$ cat src/hw/rtl/perlin_noise_2d_height_top_assert.svh
// Assertion macros used by the top-level RTL
`ifndef PERLIN_NOISE_2D_HEIGHT_TOP_ASSERT_SVH
`define PERLIN_NOISE_2D_HEIGHT_TOP_ASSERT_SVH

// same-cycle implication
`define PN2H_ASSERT_IMPL(lbl, ante, cons) \
	lbl: assert property (@(posedge clk) disable iff (!arst_n) (ante) |-> (cons)) \
		else $error("pn2h: same-cycle check failed");

// next-cycle implication
`define PN2H_ASSERT_NEXT(lbl, ante, cons) \
	lbl: assert property (@(posedge clk) disable iff (!arst_n) (ante) |=> (cons)) \
		else $error("pn2h: next-cycle check failed");

`endif

$ cat src/hw/rtl/pn2h_fade.sv
`default_nettype none
module pn2h_fade (
	input  logic        clk,
	input  logic        adv,
	input  logic [15:0] t,
	output logic [16:0] u
);
	logic signed [16:0] ts;
	logic signed [21:0] k;
	logic [31:0]        t2p_s1;
	logic signed [38:0] pp_s1;
	logic [15:0]        t_s1;
	logic signed [22:0] psum;
	logic [31:0]        t3p_s2;
	logic [19:0]        p_s2;
	logic [35:0]        up;
	logic [16:0]        u_s3;

	assign ts   = $signed({1'b0, t});
	assign k    = 22'sd6 * 22'(ts) - 22'sd983040;
	assign psum = 23'(pp_s1 >>> 16) + 23'sd655360;
	assign up   = t3p_s2[31:16] * p_s2;

	always_ff @(posedge clk) begin
		if (adv) begin
			t2p_s1 <= t * t;
			pp_s1  <= ts * k;
			t_s1   <= t;
			t3p_s2 <= t2p_s1[31:16] * t_s1;
			p_s2   <= psum[19:0];
			u_s3   <= up[32:16];
		end
	end

	assign u = u_s3;
endmodule
`default_nettype wire

$ cat config.mk
export PLATFORM = sky130hd
export DESIGN_NAME = pn2h_fade
export DESIGN_NICKNAME = d
export VERILOG_FILES = /design/src/hw/rtl/perlin_noise_2d_height_top_assert.svh /design/src/hw/rtl/pn2h_fade.sv
export SDC_FILE = /design/constraint.sdc
export NUM_CORES = 2
export LEC_CHECK = 0
export ABC_CLOCK_PERIOD_IN_PS = 26600
export BUFFER_PORTS_ARGS = -buffer_cell sky130_fd_sc_hd__buf_2
export CELL_PAD_IN_SITES_DETAIL_PLACEMENT = 1
export CELL_PAD_IN_SITES_GLOBAL_PLACEMENT = 1
export CORE_AREA = 2 2 340 342
export CTS_CLUSTER_DIAMETER = 200
export DETAILED_ROUTE_END_ITERATION = 6
export DIE_AREA = 0 0 342 344
export PLACE_DENSITY = 0.7
export SLEW_MARGIN = 20
export SYNTH_ARGS = -nofsm -noshare
export SYNTH_HDL_FRONTEND = slang
export SYNTH_SLANG_ARGS = --single-unit
$ cat constraint.sdc
create_clock -name clk -period 26.6 [get_ports clk]
set_input_delay 2.66 -clock clk [delete_from_list [all_inputs] [get_ports clk]]
set_output_delay 2.66 -clock clk [all_outputs]
set_load 0.01 [all_outputs]
* Word-level counts from Yosys, hierarchy flattened
Cells that the tools add are included.
Operators by class: add/subtract/negate cells 2, multiply operators 5, div/mod/pow operators 0, magnitude comparators 0, equality and inequality tests 0, shift operators 0, mux-type cells 0, bitwise operators 0, reductions and logical operators 0
Operators with widths (number):
- $mul 16x16->32 | 2
- $mul 17x21->36 | 1
- $mul 16x20->33 | 1
- $sub 19x20->21 const B | 1
- $add 20x20->20 const B | 1
- $mul 2x16->18 const A | 1
Word-level totals: flip-flop bits (word level) 153, bits in latches 0, RAM bits 0, bits in read-only memories 0, input port bits 18, output and inout port bits 17, word-level logic and storage cells 13, memories 0

* Longest topological paths before layout
depth in word-level cells 3, mapped depth 42, depth with buffers taken out 38

* Worst setup path after synthesis
No wires, ideal clock.
path kind in2reg, start input t[1], end register pp_s1[31], data pin, arrival time 10.897 ns, data required time 26.424 ns, setup slack 15.527 ns, stages 38, buffers on the path 4, cells stage by stage buf_2 inv_2 fa_1 nor2b_1 o21ai_1 a21oi_2 o21ai_2 a21boi_2 o21ai_2 nor4b_1 a311o_1 clkbuf_1 inv_1 ha_1 clkbuf_1 clkbuf_1 nor2_1 nand2_1 (+2 left out) fa_1 fa_1 fa_1 inv_1 fa_1 fa_1 inv_1 fa_1 inv_1 ha_1 nand3_1 nor2_1 a221oi_1 o21ai_1 o21ai_1 a211oi_2 or4_1 o311ai_2
On the way: longest elaborated chain between the ends 3
Ends and longest elaborated chain:
- from (decl) | line pn2h_fade.sv:5 | input logic [15:0] t,
- $mul 2x16->18 | line pn2h_fade.sv:20 | assign k = 22'sd6 * 22'(ts) - 22'sd983040;
- $sub 19x20->21 | line pn2h_fade.sv:20
- $mul 17x21->36 * | line pn2h_fade.sv:27 | pp_s1 <= ts * k;
- to (signal assigned) | line pn2h_fade.sv:27
- to (decl) | line pn2h_fade.sv:11 | logic signed [38:0] pp_s1;
Mark *: on every way between the ends. The rest lies on a longest branch, timed or not. A chain may end at the register's enable or synchronous reset.

* Worst setup path after layout
start input t[2], end register pp_s1[35], data pin
The elaborated chain is that of the path after synthesis.

==> out/qor.yml <==
ys_seq_elements: 105
nFillCells: 13255
firstDrtPassIters: 5
insertion_delay_ns: 0.41
synth_top_area_frac: 0.461
grt_pass1_wl_um: 173000
end_kind: "flop"
min_path_cells: 0
n_antenna_cell: 0
rrSetupSlack_ns: 19.44
slew_violations: 0
final-setup-viol-count: 0
yosysTopAreaCell: "fa_1"
syn_nets: 5579
std_cell_rows: 124
grtUsageTotal: 0.186
grt_max_degree: 74
die_w_um: 342
cts_tree: "done"
synth-seq-area-share: 0.0798
slew_headroom: 0.281
cts_buffers: 9
synth-edff-count: 105
cp.required_ns: 26.72
post_cts_buffers: 0
startpoint_type: "input pin"
syn_inst: 4249
reg2reg_to: "u[15]"
slowest_stage: "fa_1"
numPortBuffers: 34
synth-xor-area-share: 0.0230
final_common_cell: "inv_1"
reg2reg_depth: 22
ant_nets: 0
root_buffer: "clkbuf_16"
synth_top_family_by_area: "adder cells"
synth_compound_area_frac: 0.0494
chipHeight_um: 344
cp_max_fo: 38
finalSetupTns_ns: 0
finalCritPeriodShare: 0.454
min_from: "pp_s1[19]"
synthTopCellsByArea: "fa_1 46%, ha_1 13%, inv_1 10%"
die-area_um2: 118000
synthDistinctLibCells: 81
rsz0062_at_grt: "false"
grt-ovfl-total: 0
initial_core_util: 0.347
yosys_warnings: 0
fin_skew_ns: 0.0266
fin_crit_ns: 12.08
vias: 27658
hpwl_um: 84200
io-pin-count: 35
place_congestion: 0.842
synthMuxAreaShare: 0.000918
drt_iter0_drc: 1216
grt_pass1_vias: 32283
hold_viol_final: 0
syn_to_final_growth_pct: 5.05
hold_buffers: 0
clk_pin_slew_ns: 0.10
htree_levels: 3
critical_path_class: "in -> reg"
critPathTopFamily: "adder cells"
ctsResizeCount: 0
core_area_um2: 114000
wl_per_cell_um: 18.3
r2r-start: "t3p_s2[17]"
worst_pin_slew_ns: 1.07
cpPeakStageDelay_ns: 0.60
synthSimpleGateAreaFrac: 0.137
syn_area_per_cell_um2: 9.30
cts_sinks: 105
drcViolationCount: 0
hold_path_end: "p_s2[3]"
final_cell_mix: "1092 x inv_1, 911 x fa_1, 644 x nand2_1"
synth_fa_ha_area_frac: 0.588
status: "finished, final reports clean"
wl_um: 104000
viasPerCell: 4.88
synthesis.area_um2: 39500
antenna_found_initial: 1
hp-class: "reg -> reg"
async_reset_ff_frac: 0
worstPathArrival_ns: 12.21
ys.flop_type: "edfxtp_1"
nets: 5483
layout-drive-gt1-share: 0.0298
fmax_mhz: 82.7
cap_violations: 0
path_buf_inv: 11
clockBufferDepth: 2
startpoint: "t[2]"
[how the worst max path moves through the flow]
stage | endpoint | slack (ns) | cells past startpoint
CTS | pp_s1[35] | 14.53 | 39
detailed placement | pp_s1[35] | 14.08 | 39
global route | pp_s1[35] | 13.82 | 39
floorplan | pp_s1[31] | 15.53 | 38
global placement | pp_s1[35] | 14.33 | 39
finish | pp_s1[35] | 14.52 | 39
[synth_stat cells, types with 4 or more instances]
library cell  count
o32a_1            9
a21oi_1          53
nand4_1          13
clkbuf_1        159
nor2_1          143
o21ai_1           4
nor2b_1          11
nand3b_1         16
nand2b_1         13
buf_1             9
clkinv_1          4
and3_1           10
and2_1          260
xor2_1           23
edfxtp_1        105
o21a_1           24
nand3_1          25
ha_1            401
o311ai_0          7
a31oi_1           4
a311o_1           4
a211oi_1          5
fa_1            911
inv_1          1092
nand2_1         644
a21o_1           33
a21boi_0          6
o2111ai_1         7
a211o_1           5
o32ai_1           6
buf_2             7
xnor2_1          81
nor4_1           12
nor3_1           14
o21ai_0          49
or2_2             6
o21bai_1          5
a311oi_1          9
[final cells by class]
class / count / area, um^2 / area share
Clock buffer: 9 / 225 / 0.00542
Clock inverter: 7 / 91.3 / 0.00220
Inverter: 1099 / 4130 / 0.0993
Multi-Input combinational cell: 2868 / 31600 / 0.761
Sequential cell: 105 / 3150 / 0.0759
Tap cell: 1512 / 1890 / 0.0456
Timing Repair Buffer: 70 / 443 / 0.0107
[cell families after synthesis]
group | after synthesis
simple gates | 1180
flops | 105
xor+xnor | 104
buf+inv | 1276
compound gates | 269
fa+ha+maj | 1312
mux | 3
[state kept, by name (all words and copies together) (netlist names)]
| name | count |
|---|---|
| u | 17 |
| p_s2 | 20 |
| t_s1 | 15 |
| t2p_s1 | 17 |
| t3p_s2 | 16 |
| pp_s1 | 20 |
[layer usage]
metal  part of all wire  up-vias  track usage
met3              0.028      131       0.0138
met2               0.50      437        0.334
li1                   -    12372            -
met4              0.025        0       0.0503
met1               0.44    14718        0.241
met5                  0        -            0
[through the flow]
stage,std cells,setup WS [ns],instance area [um^2],hold WS [ns],utilization
6_report,5670,14.52,41500,0.418,0.365
5_1_grt,5670,13.82,41500,0.430,0.365
4_1_cts,5670,14.53,41500,0.425,0.365
3_5_place_dp,5654,14.08,41200,0.406,0.362
3_3_place_gp,5654,14.33,41200,0.405,0.362
2_1_floorplan,4249,15.53,39500,0.400,-
Power is left out: the tool's default activity adds up to more than one toggle a clock period on the data nets, which glitch-free logic cannot reach.
