File: src/hw/rtl/perlin_noise_2d_height_top_assert.svh
// Assertion macros used by the top-level RTL
`ifndef PERLIN_NOISE_2D_HEIGHT_TOP_ASSERT_SVH
`define PERLIN_NOISE_2D_HEIGHT_TOP_ASSERT_SVH

// same-cycle implication
`define PN2H_ASSERT_IMPL(lbl, ante, cons) \
	lbl: assert property (@(posedge clk) disable iff (!arst_n) (ante) |-> (cons)) \
		else $error("pn2h: same-cycle check failed");

// next-cycle implication
`define PN2H_ASSERT_NEXT(lbl, ante, cons) \
	lbl: assert property (@(posedge clk) disable iff (!arst_n) (ante) |=> (cons)) \
		else $error("pn2h: next-cycle check failed");

`endif

File: src/hw/rtl/pn2h_pkg.sv
`default_nettype none
package pn2h_pkg;
	localparam int FRAC_BITS = 16;
	localparam int COORD_W   = 12;
	localparam int DIM_W     = 13;
	localparam int QUO_W     = COORD_W + FRAC_BITS;
	localparam int REM_W     = 12;
	localparam int DIV_STEPS = 4;
	localparam int DIV_DEPTH = QUO_W / DIV_STEPS;
	localparam int MAX_DIM   = 4096;
	localparam int TABLE_W   = 8;
	localparam int TABLE_SIZE = 256;

	localparam logic FUNC_LOAD = 1'b0;
	localparam logic FUNC_EVAL = 1'b1;

	localparam logic [1:0] CFG_IMAGE_WIDTH  = 2'd0;
	localparam logic [1:0] CFG_IMAGE_HEIGHT = 2'd1;
	localparam logic [1:0] CFG_FREQUENCY    = 2'd2;
	localparam logic [1:0] CFG_AMPLITUDE    = 2'd3;

	typedef struct packed {
		logic [REM_W-1:0] rem;
		logic [QUO_W-1:0] num;
	} div_t;

	function automatic div_t div_step(div_t a, logic [DIM_W-1:0] d);
		div_t r;
		logic [DIM_W-1:0] t;
		r = a;
		for (int i = 0; i < DIV_STEPS; i++) begin
			t = {r.rem, r.num[QUO_W-1]};
			r.num = {r.num[QUO_W-2:0], 1'b0};
			if (t >= d) begin
				t = t - d;
				r.num[0] = 1'b1;
			end
			r.rem = t[REM_W-1:0];
		end
		return r;
	endfunction

	function automatic logic [DIM_W-1:0] clamp_dim(logic [DIM_W-1:0] d);
		logic [DIM_W-1:0] r;
		r = d;
		if (d == '0)
			r = DIM_W'(1);
		else if (d > DIM_W'(MAX_DIM))
			r = DIM_W'(MAX_DIM);
		return r;
	endfunction

	function automatic logic signed [18:0] grad_dot(logic [2:0] h,
			logic signed [17:0] dx, logic signed [17:0] dy);
		logic signed [18:0] x;
		logic signed [18:0] y;
		logic signed [18:0] r;
		x = 19'(dx);
		y = 19'(dy);
		case (h)
			3'd0: r = x + y;
			3'd1: r = x - y;
			3'd2: r = y - x;
			3'd3: r = -x - y;
			3'd4: r = x;
			3'd5: r = -x;
			3'd6: r = y;
			3'd7: r = -y;
			default: r = '0;
		endcase
		return r;
	endfunction
endpackage
`default_nettype wire

File: src/hw/rtl/pn2h_coord.sv
`default_nettype none
module pn2h_coord (
	input  logic        clk,
	input  logic        adv,
	input  logic [11:0] coord,
	input  logic [12:0] dim,
	input  logic [15:0] freq,
	output logic [7:0]  cell_idx,
	output logic [15:0] frac
);
	logic [12:0]         dcl;
	pn2h_pkg::div_t      st0;
	pn2h_pkg::div_t      st_s [1:pn2h_pkg::DIV_DEPTH];
	logic signed [28:0]  qs;
	logic signed [45:0]  prod_s8;

	assign dcl = pn2h_pkg::clamp_dim(dim);

	always_comb begin
		st0.rem = '0;
		st0.num = {coord, 16'b0};
	end

	assign qs = $signed({1'b0, st_s[pn2h_pkg::DIV_DEPTH].num}) - 29'sd32768;

	always_ff @(posedge clk) begin
		if (adv) begin
			st_s[1] <= pn2h_pkg::div_step(st0, dcl);
			for (int k = 2; k <= pn2h_pkg::DIV_DEPTH; k++)
				st_s[k] <= pn2h_pkg::div_step(st_s[k-1], dcl);
			prod_s8 <= qs * $signed({1'b0, freq});
		end
	end

	assign cell_idx = prod_s8[31:24];
	assign frac     = prod_s8[23:8];
endmodule
`default_nettype wire

File: config.mk
export PLATFORM = sky130hd
export DESIGN_NAME = pn2h_coord
export DESIGN_NICKNAME = d
export VERILOG_FILES = /design/src/hw/rtl/perlin_noise_2d_height_top_assert.svh /design/src/hw/rtl/pn2h_pkg.sv /design/src/hw/rtl/pn2h_coord.sv
export SDC_FILE = /design/constraint.sdc
export NUM_CORES = 2
export LEC_CHECK = 0
export ABC_AREA = 0
export ABC_CLOCK_PERIOD_IN_PS = 16000
export BUFFER_PORTS_ARGS = -buffer_cell sky130_fd_sc_hd__clkbuf_2
export CORE_ASPECT_RATIO = 1.1
export CORE_MARGIN = 8
export CORE_UTILIZATION = 66
export DETAILED_ROUTE_END_ITERATION = 8
export GPL_TIMING_DRIVEN = 0
export PLACE_DENSITY = 0.88
export SETUP_SLACK_MARGIN = 0.3
export SLEW_MARGIN = 20
export SYNTH_ARGS = -nofsm -noshare
export SYNTH_HDL_FRONTEND = slang
export SYNTH_SLANG_ARGS = --single-unit
File: constraint.sdc
create_clock -name clk -period 16 [get_ports clk]
set_input_delay 2.4 -clock clk [delete_from_list [all_inputs] [get_ports clk]]
set_output_delay 2.4 -clock clk [all_outputs]
set_load 0.02 [all_outputs]
# After elaboration in Yosys (flattened, before gate mapping)
# Memories as Yosys holds them, arrays and structs flattened.
# Index checks and enable logic that the tools add are counted.
# totals
register_bits	32
latchBits	0
ramBits	280
rom_bits	0
inputBits	43
out_inout_bits	24
wordCells	178
n_memories	1
# memory_table
name	depth	width	read_ports	rd_ports_with_merged_regs	write_ports	line_no	source
st_s	7	40	7	0	7	pn2h_coord.sv:13	pn2h_pkg::div_t st_s [1:pn2h_pkg::DIV_DEPTH];
# classes
addsub	29
mul	1
div	0
n_lt_le_gt_ge	29
n_eq_ne	0
shifts	0
n_mux	116
n_bitwise	0
reduce_logical	1
# ops
operator	count
2-to-1 mux 12 bit	56
greater-or-equal comparator 13 bit	27
subtractor 12 bit	27
2-to-1 mux 1 bit	58
multiplier 29 x 17 -> 32 bit	1
subtractor 28 x 16 -> 29 bit, second input constant	1
2-to-1 mux 13 bit	2
greater-or-equal comparator 1 x 13 -> 1 bit	1
greater-than comparator 13 bit, second input constant	1
logical NOT 13 bit	1
subtractor 1 x 12 -> 12 bit	1

# Depth between registers and ports, before layout
# depth
ltp_word	15
depth_mapped	51
ltp_nobuf	46

# Least setup slack after synthesis
# No wires, ideal clock.
# synth_timing
path_kind	input -> register
startpoint	input dim[3]
endpoint	register st_s[0][151] (netlist name)
setup_ns	0.260
t_arrival_ns	12.776
path_slack_ns	2.964
path_stages	46
cell_sequence	or4_4 o41ai_2 nand2_1 ha_1 or4_1 o21ai_0 o21bai_1 o221a_2 o21ai_1 clkbuf_1 a21oi_1 inv_1 ha_1 nor2b_1 o31a_1 nor4_1 o21ai_0 a31oi_1 [... 10 more ...] nor3_1 nor3_1 nor2_1 inv_1 clkbuf_1 mux2i_1 ha_1 nor2b_1 o21ai_0 nand2_1 a21oi_1 o21ai_0 a311o_1 and4_1 nor2_1 inv_1 clkbuf_1 mux2_2
# synth_lines
item	line_no	source
start, declared	pn2h_coord.sv:6	input logic [12:0] dim,

==> metrics.md <==
| Metric | Value |
|---|---|
| Final slew viol count | 0 |
| Drt drc | 0 |
| Fillcell total | 3,952 |
| Synthesized flop and latch total | 220 |
| CTS root buffer | clkbuf_16 |
| Final core area utilization | 71.5% |
| Setup Skew | 0.0162 ns |
| Die Ht | 261 um |
| Hold WC Path Type | reg2reg |
| Area of the multi-input gates | 27,100 um2 |
| Final Hold Viols | 0 |
| Sequential element share of the synthesized area | 18.4% |
| Status | complete, no violations |
| Starting Density | 66.8% |
| Tmin final | 14.88 ns |
| Asr flop ratio synth | 0% |
| Initial antenna violation count | 1 |
| Global-route usage over all layers | 31.1% |
| Worst-path fanout max | 16 |
| Overflow left after global routing | 0 |
| Post-route clock period utilization | 93.0% |
| First-pass GRT wire length | 156,000 um |
| Design Area, Final | 38,400 um2 |
| Area delta synth->final | 6.99% |
| FF+latch area | 6610 um2 |
| Worst-margin pin slew | 1.12 ns |
| Yosys Warn Count | 0 |
| Placed inst area | 37,500 um2 |
| DRT Wirelength | 98,100 um |
| Via count | 30,700 |
| Syn Area/Cell | 9.09 um2 |
| DRT Pass-1 Iters | 6 |
| Routability Congestion | 1.01 |
| Worst skew pair latency | 0.60 ns |
| Max_cap viols | 0 |
| Rows | 89 |
| Setup total negative slack | 0 ns |
| Sink Count | 220 |
| Post-synth top area share | 18.4% |
| Nets | 4,842 |
| Most used DFF post-synth | edfxtp_1 |
| Die footprint | 62,200 um2 |
| Unrepaired setup endpoints after global routing | no |
| Largest net degree at the start of global routing | 79 |
| Layout cells sized above 1 | 8.85% |
| Number of I/O pins | 67 |
| Worst hold slack | 0.408 ns |
| Slowest CP cell | or4_4 |
| CTS tree | done |
| Fmax | 67.2 MHz |
| Drt wl/cell | 20.4 um |
| Synth cell types | 94 |
| Vias per cell | 6.38 |
| Iter 0 DRT Violations | 2,863 |
| Core Area | 53,800 um2 |
| Syn Std Cell Area | 35,900 um2 |
| Routed Antenna Nets | 0 |
| I/O Buffers | 63 |
| Die Width | 238 um |
| Vias in the first global route | 30,700 |
| Worst slew margin | 24.5% |
| Crit end category | flop |
| Dpl hpwl | 75,700 um |
| Crit-path max cell delay | 0.62 ns |
| # setup viols final | 0 |
| CP Launch Type | input port |
| Number of CTS-inserted buffers | 27 |
| Crit Path Category | in2reg |
| Cell count after synthesis | 3,954 |
| Max clock buf depth | 3 |
| Post-synth EDFFs | 220 |
| Req. time, crit path | 16.34 ns |
| WP data arrival | 15.21 ns |
| Clk pin slew, worst setup/hold paths | 0.07 ns |
| Syn Nets | 4,736 |
| H-tree depth | 1 |
| Synth top area cells | edfxtp_1, fa_1, ha_1 |
| Post-synth top area cell | edfxtp_1 |
[worst max-delay path, delay by kind of cell]
| family | cells | cell delay (ns) |
|---|---|---|
| AND/OR/NAND/NOR | 13 | 3.74 |
| buffers and inverters | 10 | 2.03 |
| adder cells (fa/ha/maj) | 4 | 1.17 |
| multiplexers | 2 | 0.73 |
| AO/OA/AOI/OAI | 19 | 5.10 |
[state kept, by name (all words and copies together), names as in the netlist]
name / flops
st_s: 196
prod_s8: 24
[final timing paths]
path                                    from           end  slack, ns  cells past startpoint
worst max-delay path                  dim[3]  st_s[0][157]       1.12                     48
worst min-delay path            st_s[0][248]  st_s[0][292]       0.41                      0
worst max register to register  st_s[0][108]  st_s[0][157]       4.46                     44
worst min register to register  st_s[0][248]  st_s[0][292]       0.41                      0
[final cells by class]
class                   count  share of cell area, %
diodes                      1                0.00651
plain buffers             101                   1.14
clock buffers              30                   1.79
clock inverters            17                  0.517
inverters                 488                   4.77
multi-input cells        3145                   70.5
flip-flops and latches    220                   17.2
well taps                 728                   2.37
repair buffers             77                   1.68
[cells by family (layout without fill, tap and decap cells)]
| family | count (synthesis) | count (layout) | synth area share (%) |
|---|---|---|---|
| buffers and inverters | 589 | 713 | 6.31 |
| xor gates and xnor gates | 292 | 292 | 7.12 |
| AOI/OAI and AO/OA | 830 | 830 | 15.3 |
| DFF | 220 | 220 | 18.4 |
| muxes | 182 | 182 | 5.68 |
| adders and majority gates | 739 | 739 | 32.4 |
| and+or+nand+nor | 1102 | 1102 | 14.8 |
| other | 0 | 1 | 0 |
[routing by layer]
| metal | wire length (um) | share of wire (%) | up-vias | global-route usage (%) |
|---|---|---|---|---|
| met5 | 0 | 0 | - | 0 |
| li1 | - | - | 14000 | - |
| met3 | 9000 | 9.2 | 500 | 5.73 |
| met1 | 36000 | 37 | 14700 | 36.2 |
| met2 | 46200 | 47 | 1530 | 53.3 |
| met4 | 6960 | 7.1 | 0 | 18.9 |
[cells in the mapped netlist (76+ instances only)]
cell type  number
fa_1          317
nand2_1       398
inv_1         481
nor2_1        224
xor2_1         84
edfxtp_1      220
xnor2_1       208
ha_1          422
a21o_1        101
a21oi_1       233
clkbuf_1       76
and2_1        152
o21ai_0       144
mux2_2        145
[placed cells by master, fill, tap and decap left out, types with 15 or more instances in the layout]
cell | Yosys | layout
mux2_2 | 145 | 145
o21bai_1 | 41 | 41
or3_1 | 22 | 22
ha_1 | 422 | 422
fa_1 | 317 | 317
a21oi_1 | 233 | 233
nor2_1 | 224 | 224
a21boi_0 | 19 | 19
nand2b_1 | 29 | 28
clkbuf_16 | 0 | 27
inv_1 | 481 | 479
clkbuf_2 | 0 | 64
nand2_1 | 398 | 388
xnor2_1 | 208 | 208
clkbuf_1 | 76 | 77
edfxtp_1 | 220 | 220
a21o_1 | 101 | 101
o21a_1 | 39 | 39
o211ai_1 | 26 | 26
o31ai_1 | 33 | 33
buf_2 | 14 | 15
and2_1 | 152 | 152
mux2i_1 | 29 | 28
nand3_1 | 54 | 54
o21ai_0 | 144 | 144
nor2b_1 | 56 | 56
a211oi_1 | 32 | 32
nor3_1 | 52 | 51
nand4_1 | 36 | 36
and3_1 | 20 | 20
xor2_1 | 84 | 84
a31oi_1 | 19 | 19
[repair_timing]
item                       CTS  global route
gates resized for setup      0             7
hold buffers                 0             0
setup endpoints to repair    0            19
buffers inserted             0             1
[through the flow]
stage / setup slack [ns] / std cells
after floorplan: 2.96 / 3954
after global placement: -1.05 / 4745
after detailed placement: 0.0839 / 4758
after CTS: 0.556 / 4805
after global routing: 0.405 / 4806
final: 1.12 / 4807
Power is not shown: default switching activity piles up to over one toggle a cycle in this logic, so the estimate is an artifact.
