### src/hw/rtl/perlin_noise_2d_height_top_assert.svh
// Assertion macros used by the top-level RTL
`ifndef PERLIN_NOISE_2D_HEIGHT_TOP_ASSERT_SVH
`define PERLIN_NOISE_2D_HEIGHT_TOP_ASSERT_SVH

// same-cycle implication
`define PN2H_ASSERT_IMPL(lbl, ante, cons) \
	lbl: assert property (@(posedge clk) disable iff (!arst_n) (ante) |-> (cons)) \
		else $error("pn2h: same-cycle check failed");

// next-cycle implication
`define PN2H_ASSERT_NEXT(lbl, ante, cons) \
	lbl: assert property (@(posedge clk) disable iff (!arst_n) (ante) |=> (cons)) \
		else $error("pn2h: next-cycle check failed");

`endif

### src/hw/rtl/pn2h_pkg.sv
`default_nettype none
package pn2h_pkg;
	localparam int FRAC_BITS = 16;
	localparam int COORD_W   = 12;
	localparam int DIM_W     = 13;
	localparam int QUO_W     = COORD_W + FRAC_BITS;
	localparam int REM_W     = 12;
	localparam int DIV_STEPS = 4;
	localparam int DIV_DEPTH = QUO_W / DIV_STEPS;
	localparam int MAX_DIM   = 4096;
	localparam int TABLE_W   = 8;
	localparam int TABLE_SIZE = 256;

	localparam logic FUNC_LOAD = 1'b0;
	localparam logic FUNC_EVAL = 1'b1;

	localparam logic [1:0] CFG_IMAGE_WIDTH  = 2'd0;
	localparam logic [1:0] CFG_IMAGE_HEIGHT = 2'd1;
	localparam logic [1:0] CFG_FREQUENCY    = 2'd2;
	localparam logic [1:0] CFG_AMPLITUDE    = 2'd3;

	typedef struct packed {
		logic [REM_W-1:0] rem;
		logic [QUO_W-1:0] num;
	} div_t;

	function automatic div_t div_step(div_t a, logic [DIM_W-1:0] d);
		div_t r;
		logic [DIM_W-1:0] t;
		r = a;
		for (int i = 0; i < DIV_STEPS; i++) begin
			t = {r.rem, r.num[QUO_W-1]};
			r.num = {r.num[QUO_W-2:0], 1'b0};
			if (t >= d) begin
				t = t - d;
				r.num[0] = 1'b1;
			end
			r.rem = t[REM_W-1:0];
		end
		return r;
	endfunction

	function automatic logic [DIM_W-1:0] clamp_dim(logic [DIM_W-1:0] d);
		logic [DIM_W-1:0] r;
		r = d;
		if (d == '0)
			r = DIM_W'(1);
		else if (d > DIM_W'(MAX_DIM))
			r = DIM_W'(MAX_DIM);
		return r;
	endfunction

	function automatic logic signed [18:0] grad_dot(logic [2:0] h,
			logic signed [17:0] dx, logic signed [17:0] dy);
		logic signed [18:0] x;
		logic signed [18:0] y;
		logic signed [18:0] r;
		x = 19'(dx);
		y = 19'(dy);
		case (h)
			3'd0: r = x + y;
			3'd1: r = x - y;
			3'd2: r = y - x;
			3'd3: r = -x - y;
			3'd4: r = x;
			3'd5: r = -x;
			3'd6: r = y;
			3'd7: r = -y;
			default: r = '0;
		endcase
		return r;
	endfunction
endpackage
`default_nettype wire

### src/hw/rtl/pn2h_blend.sv
`default_nettype none
module pn2h_blend (
	input  logic        clk,
	input  logic        adv,
	input  logic [2:0]  h_aa,
	input  logic [2:0]  h_ab,
	input  logic [2:0]  h_ba,
	input  logic [2:0]  h_bb,
	input  logic [15:0] xf,
	input  logic [15:0] yf,
	input  logic [16:0] u,
	input  logic [16:0] v,
	input  logic [15:0] amp,
	output logic [25:0] height
);
	logic signed [17:0] dx0, dx1, dy0, dy1;
	logic signed [18:0] d_aa_s11, d_ab_s11, d_ba_s11, d_bb_s11;
	logic signed [19:0] df1, df2;
	logic signed [37:0] pr1_s12, pr2_s12;
	logic signed [18:0] a1_s12, a2_s12;
	logic [16:0]        v_s12, v_s13;
	logic signed [19:0] r1_s13, r2_s13;
	logic signed [20:0] df3;
	logic signed [38:0] pr3_s14;
	logic signed [19:0] r1_s14;
	logic signed [20:0] n_s15;
	logic signed [21:0] nsum;
	logic signed [20:0] m;
	logic signed [37:0] mp_s16;
	logic signed [37:0] hh;
	logic [25:0]        height_s17;

	assign dx0 = $signed({2'b00, xf});
	assign dx1 = dx0 - 18'sd65536;
	assign dy0 = $signed({2'b00, yf});
	assign dy1 = dy0 - 18'sd65536;

	assign df1  = 20'(d_ba_s11) - 20'(d_aa_s11);
	assign df2  = 20'(d_bb_s11) - 20'(d_ab_s11);
	assign df3  = 21'(r2_s13) - 21'(r1_s13);
	assign nsum = 22'(n_s15) + 22'sd65536;
	assign m    = 21'(nsum >>> 1);
	assign hh   = mp_s16 >>> 8;

	always_ff @(posedge clk) begin
		if (adv) begin
			d_aa_s11 <= pn2h_pkg::grad_dot(h_aa, dx0, dy0);
			d_ba_s11 <= pn2h_pkg::grad_dot(h_ba, dx1, dy0);
			d_ab_s11 <= pn2h_pkg::grad_dot(h_ab, dx0, dy1);
			d_bb_s11 <= pn2h_pkg::grad_dot(h_bb, dx1, dy1);
			pr1_s12  <= $signed({1'b0, u}) * df1;
			pr2_s12  <= $signed({1'b0, u}) * df2;
			a1_s12   <= d_aa_s11;
			a2_s12   <= d_ab_s11;
			v_s12    <= v;
			r1_s13   <= 20'(a1_s12) + 20'(pr1_s12 >>> 16);
			r2_s13   <= 20'(a2_s12) + 20'(pr2_s12 >>> 16);
			v_s13    <= v_s12;
			pr3_s14  <= $signed({1'b0, v_s13}) * df3;
			r1_s14   <= r1_s13;
			n_s15    <= 21'(r1_s14) + 21'(pr3_s14 >>> 16);
			mp_s16   <= m * $signed({1'b0, amp});
			if (hh > 38'sd33554431)
				height_s17 <= 26'h1FFFFFF;
			else if (hh < -38'sd33554432)
				height_s17 <= 26'h2000000;
			else
				height_s17 <= hh[25:0];
		end
	end

	assign height = height_s17;
endmodule
`default_nettype wire

### config.mk
export PLATFORM = sky130hd
export DESIGN_NAME = pn2h_blend
export DESIGN_NICKNAME = d
export VERILOG_FILES = /design/src/hw/rtl/perlin_noise_2d_height_top_assert.svh /design/src/hw/rtl/pn2h_pkg.sv /design/src/hw/rtl/pn2h_blend.sv
export SDC_FILE = /design/constraint.sdc
export NUM_CORES = 2
export LEC_CHECK = 0
export BUFFER_PORTS_ARGS = -buffer_cell sky130_fd_sc_hd__buf_2
export CAP_MARGIN = 25
export CORE_MARGIN = 3
export CORE_UTILIZATION = 55
export CTS_BUF_LIST = sky130_fd_sc_hd__clkbuf_16
export DETAILED_ROUTE_END_ITERATION = 8
export PLACE_DENSITY = 0.77
export SLEW_MARGIN = 20
export SYNTH_ARGS = -nofsm -noshare
export SYNTH_HDL_FRONTEND = slang
export SYNTH_SLANG_ARGS = --single-unit
### constraint.sdc
create_clock -name clk -period 11.2 [get_ports clk]
set_input_delay 1.12 -clock clk [delete_from_list [all_inputs] [get_ports clk]]
set_output_delay 1.12 -clock clk [all_outputs]
set_load 0.01 [all_outputs]
# == After elaboration in Yosys (flattened, before gate mapping) ==
# Index checks and enable logic that the tools add are counted.
# word_totals
ff_bits,402
output_inout_bits,26
inputBits,96
wordCells,89
# op_classes
n_addsub,29
n_mul,4
n_lt_le_gt_ge,2
n_mux,5
n_eq_ne,28
n_reduce_logical,4
# ops
operator,count
19-bit one-hot mux with 8 select lines,4
18-bit by 20-bit multiplier with 36-bit output,2
3-bit == test (second input constant),16
19-bit by 20-bit adder with 20-bit output,2
19-bit by 19-bit subtractor with 20-bit output,2
21-bit by 17-bit multiplier with 38-bit output,1
16-bit negator with 19-bit output,2
18-bit negator with 19-bit output,2
17-bit by 18-bit subtractor with 19-bit output,2
18-bit by 17-bit subtractor with 19-bit output,2
18-bit by 18-bit subtractor with 19-bit output,2
19-bit by 17-bit subtractor with 19-bit output,2
19-bit by 18-bit subtractor with 19-bit output,2
18-bit by 21-bit multiplier with 37-bit output,1
16-bit by 17-bit subtractor with 18-bit output (second input constant),2
16-bit by 16-bit subtractor with 17-bit output,2
30-bit by 26-bit > comparator with 1-bit output (second input constant),1
30-bit by 26-bit less-than comparator with 1-bit output (second input constant),1
26-bit two-way mux,1
3-bit by 2-bit == test with 1-bit output (second input constant),8
21-bit by 18-bit adder with 22-bit output (second input constant),1
20-bit by 21-bit adder with 21-bit output,1
20-bit by 20-bit subtractor with 21-bit output,1
17-bit by 18-bit adder with 19-bit output,1
other kinds (5),11

# == Depth between registers and ports, before layout ==
# depth
depth_word,4
ltp_mapped,37
depth_no_buf,36

# == Worst setup path before layout ==
# No wires, ideal clock.
# synth_path
path_type,register to register
from,register r1_s13[1]
to,"register pr3_s14[30], data pin"
path_slack_ns,2.915
arrival_time_ns,8.028
path_stages_with_launch,33
path_buffers,1
setup_ns,0.258
synth_period_minus_slack_ns,8.285
required_time_ns,10.942
path_cell_list,edfxtp_1 > inv_1 > ha_1 > nor2b_1 > o21ai_0 > nand2b_1 > a21oi_1 > o22ai_1 > a2111o_1 > and4_1 > nor3_1 > clkbuf_1 > nand2_1 > fa_1 > fa_1 > fa_1 > inv_1 > fa_1 > fa_1 > inv_1 > fa_1 > inv_1 > ha_1 > a21o_1 > a21o_1 > a211oi_1 > o22ai_1 > o21ai_0 > o21bai_1 > and2_1 > a31o_2 > a21oi_1 > xnor2_1
# synth_between
elab_chain_cells,2
# synth_lines
item,line,text
from (decl),pn2h_blend.sv:22,"logic signed [19:0] r1_s13, r2_s13;"
from (signal assigned),pn2h_blend.sv:56,r1_s13 <= 20'(a1_s12) + 20'(pr1_s12 >>> 16);
20-bit by 20-bit subtractor with 21-bit output,pn2h_blend.sv:40,assign df3 = 21'(r2_s13) - 21'(r1_s13);
18-bit by 21-bit multiplier with 37-bit output,pn2h_blend.sv:59,"pr3_s14 <= $signed({1'b0, v_s13}) * df3;"
to (signal assigned),pn2h_blend.sv:59,
to (decl),pn2h_blend.sv:24,logic signed [38:0] pr3_s14;
# Every way passes these cells.
# A chain may end at the register's enable or synchronous reset.

# == Final worst setup path ==
# layout_path
from,register d_ab_s11[1]
to,"register pr2_s12[35], data pin"
# layout_between
elab_chain_cells,2
# layout_lines
item,line,text
from (decl),pn2h_blend.sv:17,"logic signed [18:0] d_aa_s11, d_ab_s11, d_ba_s11, d_bb_s11;"
from (signal assigned),pn2h_blend.sv:49,"d_ab_s11 <= pn2h_pkg::grad_dot(h_ab, dx0, dy1);"
19-bit by 19-bit subtractor with 20-bit output,pn2h_blend.sv:39,assign df2 = 20'(d_bb_s11) - 20'(d_ab_s11);
18-bit by 20-bit multiplier with 36-bit output,pn2h_blend.sv:52,"pr2_s12 <= $signed({1'b0, u}) * df2;"
to (signal assigned),pn2h_blend.sv:52,
to (decl),pn2h_blend.sv:19,"logic signed [37:0] pr1_s12, pr2_s12;"
# Every way passes these cells.

==> flow_summary_export.csv <==
group,metric,value,unit
placement,io_buffer_count,121,
logic_synthesis,yosysWarnings,0,
worst_setup_path,cpMostUsedCell,"fa_1",
worst_setup_path,reg2reg_depth,32,
hold_path,hold_class,"reg2reg",
floorplan,start_util,55.8,%
worst_setup_path,cp-startpoint,"d_ab_s11[1]$_DFFE_PP_",
clocking,clk_latency,610,ps
cells_and_area,layout-drive-gt1-share,4.68,%
worst_setup_path,worstSetupEndpointType,"flop",
global_routing,grt_pass1_wl,321,mm
logic_synthesis,synth_nets,10100,
floorplan,coreArea,0.132,mm²
clocking,cts_hold_buf,0,
logic_synthesis,synth_flop_cell,"edfxtp_1",
global_routing,globalRoute.totalOverflow,0,
global_routing,grtUsageTotal,29.5,%
sta,hold_viol_final,0,
placement,place_ws,1880,ps
clocking,cts_buffers,41,
sta,finalSetupTns,0,ps
logic_synthesis,ys_seq_area_share,14.0,%
drt,drc,0,
worst_setup_path,critPathTopFamily,"adder cells",
worst_setup_path,r2r_end,"pr2_s12[35]$_DFFE_PP_",
drt,drtIter0Drc,4805,
drt,drt_pass1_iterations,8,
floorplan,die_h,372,µm
run,maxCapViolCount,0,
worst_setup_path,required,11540,ps
worst_setup_path,worstPathArrival,9570,ps
cells_and_area,nNetsFinal,10000,
cells_and_area,final_cell_area,0.0775,mm²
floorplan,die_area,0.139,mm²
drt,drt_wl_total,199,mm
worst_setup_path,worstSetupStartpointType,"flop",
floorplan,die_w,372,µm
clocking,clk_pin_slew,70,ps
worst_setup_path,worst-path-max-fanout,22,
logic_synthesis,async_reset_ff_share,0,%
floorplan,ioPinCount,122,
cells_and_area,syn2layout_area_growth,5.05,%
clocking,cts_resized,0,
logic_synthesis,netlist_instances,8126,
cells_and_area,final_util,58.6,%
global_routing,antenna_found_initial,8,
sta,rsz0062_at_grt,"false",
sta,fmax,108,MHz
placement,dp_hpwl,156,mm
clocking,cts_sinks,345,
placement,placed_area,0.0761,mm²
clocking,post_cts_buffers,0,
worst_setup_path,cp_num_buf_inv,4,
clocking,htreeDepth,2,
worst_setup_path,cp_slowest_cell,"fa_1",
sta,slew_headroom,27.5,%
logic_synthesis,synth-seq-cells,345,
drt,wl_per_cell,20.3,µm
sta,slew_viol_final,0,
sta,final-setup-viol-count,0,
global_routing,grt_start_max_net_pins,171,
clocking,tritoncts,"yes",
sta,max_slew.worst_pin.slew,1090,ps
worst_setup_path,critical_path_class,"reg2reg",
sta,worst_slack,1970,ps
sta,period_needed,9230,ps
logic_synthesis,synth.cell_area,0.0738,mm²
worst_setup_path,cp-endpoint,"pr2_s12[35]$_DFFE_PP_",
logic_synthesis,synthDistinctLibCells,93,
drt,drt-vias-per-instance,5.73,
sta,finalCritPeriodShare,82.4,%
sta,fin_skew,40.2,ps
floorplan,rows,133,
worst_setup_path,reg2reg_from,"d_ab_s11[1]$_DFFE_PP_",
logic_synthesis,synth_edf_count,345,
outcome,status,"complete, no violations",
drt,via_count,56300,
logic_synthesis,avgSynthCellArea,9.08,µm²
global_routing,grt_pass1_vias,59600,
clocking,clockRootBuffer,"clkbuf_16",
worst_setup_path,regToRegSetupSlack,1970,ps
worst_setup_path,critPathMaxStageDelay,720,ps
placement,gp_congestion,0.958,
clocking,ctsLongestPathBuffers,3,
worst_setup_path,cp.depth,32,
drt,detail-route-antenna-nets,0,
-- cell type report --
type | count | area [µm²]
antenna | 2 | 5.00
clock buffer | 41 | 1030
clock inverter | 33 | 302
fill | 11300 | 54700
inverter | 1733 | 6500
multi-input combinational | 5687 | 55700
sequential | 345 | 10400
tap | 1755 | 2200
timing repair buffer | 231 | 1500
-- cells by family after synthesis --
group | count (synthesis) | synth area share, %
buf+inv | 2094 | 10.7
compound gates | 936 | 8.24
simple gates | 2405 | 15.9
fa+ha+maj | 1884 | 45.4
xor+xnor | 396 | 4.70
mux | 66 | 1.08
flops | 345 | 14.0
-- placed cells by master, fill, tap and decap left out, types with 27 or more instances in the layout --
master        n
inv_1      1721
fa_1       1323
nand2_1    1028
ha_1        551
and2_1      538
edfxtp_1    345
xnor2_1     321
nor2_1      272
a21oi_1     271
o21ai_0     167
nor2b_1     127
buf_2       120
buf_4       102
nand2b_1     98
nand3_1      92
nor3_1       86
a21o_1       78
xor2_1       71
o21a_1       50
clkbuf_16    41
a31oi_1      39
mux2i_1      36
o22ai_1      36
a211oi_1     35
a221oi_1     30
or3_1        27
-- stage by stage --
stage	hold slack (ps)	cells
after floorplan	400	8126
after global placement	405	9741
after detailed placement	405	9747
after CTS	390	9821
after global routing	410	9826
final	412	9827
-- cell usage after synthesis, drive strengths merged (128+ instances only) --
library cell,instances,area (µm²)
o21ai,172,865
xnor2,323,2830
nor2,277,1040
and2,538,3370
edfxtp,345,10400
clkbuf,324,1220
fa,1323,26500
ha,552,6910
inv,1720,6460
nand2,1028,3860
nor2b,128,801
a21oi,274,1380
-- sequential cells by signal, summed over array words and instances (netlist names), 19 cells and up --
name,count
mp_s16,30
d_bb_s11,19
d_ab_s11,19
d_ba_s11,19
pr2_s12,20
n_s15,20
r1_s13,20
height,26
pr1_s12,20
a2_s12,19
r1_s14,20
r2_s13,20
pr3_s14,21
a1_s12,19
d_aa_s11,19
-- worst min-delay path by stage --
| stage | cells past startpoint | slack, ps | start | end |
|---|---|---|---|---|
| after detailed placement | 0 | 410 | v_s12[11]$_DFFE_PP_ | v_s13[11]$_DFFE_PP_ |
| after global routing | 0 | 410 | r1_s13[11]$_DFFE_PP_ | r1_s14[11]$_DFFE_PP_ |
| final | 0 | 410 | d_aa_s11[13]$_DFFE_PP_ | a1_s12[13]$_DFFE_PP_ |
| after CTS | 0 | 390 | d_aa_s11[13]$_DFFE_PP_ | a1_s12[13]$_DFFE_PP_ |
| after global placement | 0 | 400 | v_s12[0]$_DFFE_PP_ | v_s13[0]$_DFFE_PP_ |
| after floorplan | 0 | 400 | v_s12[0]$_DFFE_PP_ | v_s13[0]$_DFFE_PP_ |
-- layer usage --
layer  vias to the layer above  wire (µm)  GRT usage, %
li1                      25000          -             -
met1                     28400      77900          37.9
met2                      2460      98100          50.7
met5                         -         27             0
met3                       532      14500          4.04
met4                         4       8580          11.3
Power is not shown: default switching activity piles up to over one toggle a cycle in this logic, so the estimate is an artifact.
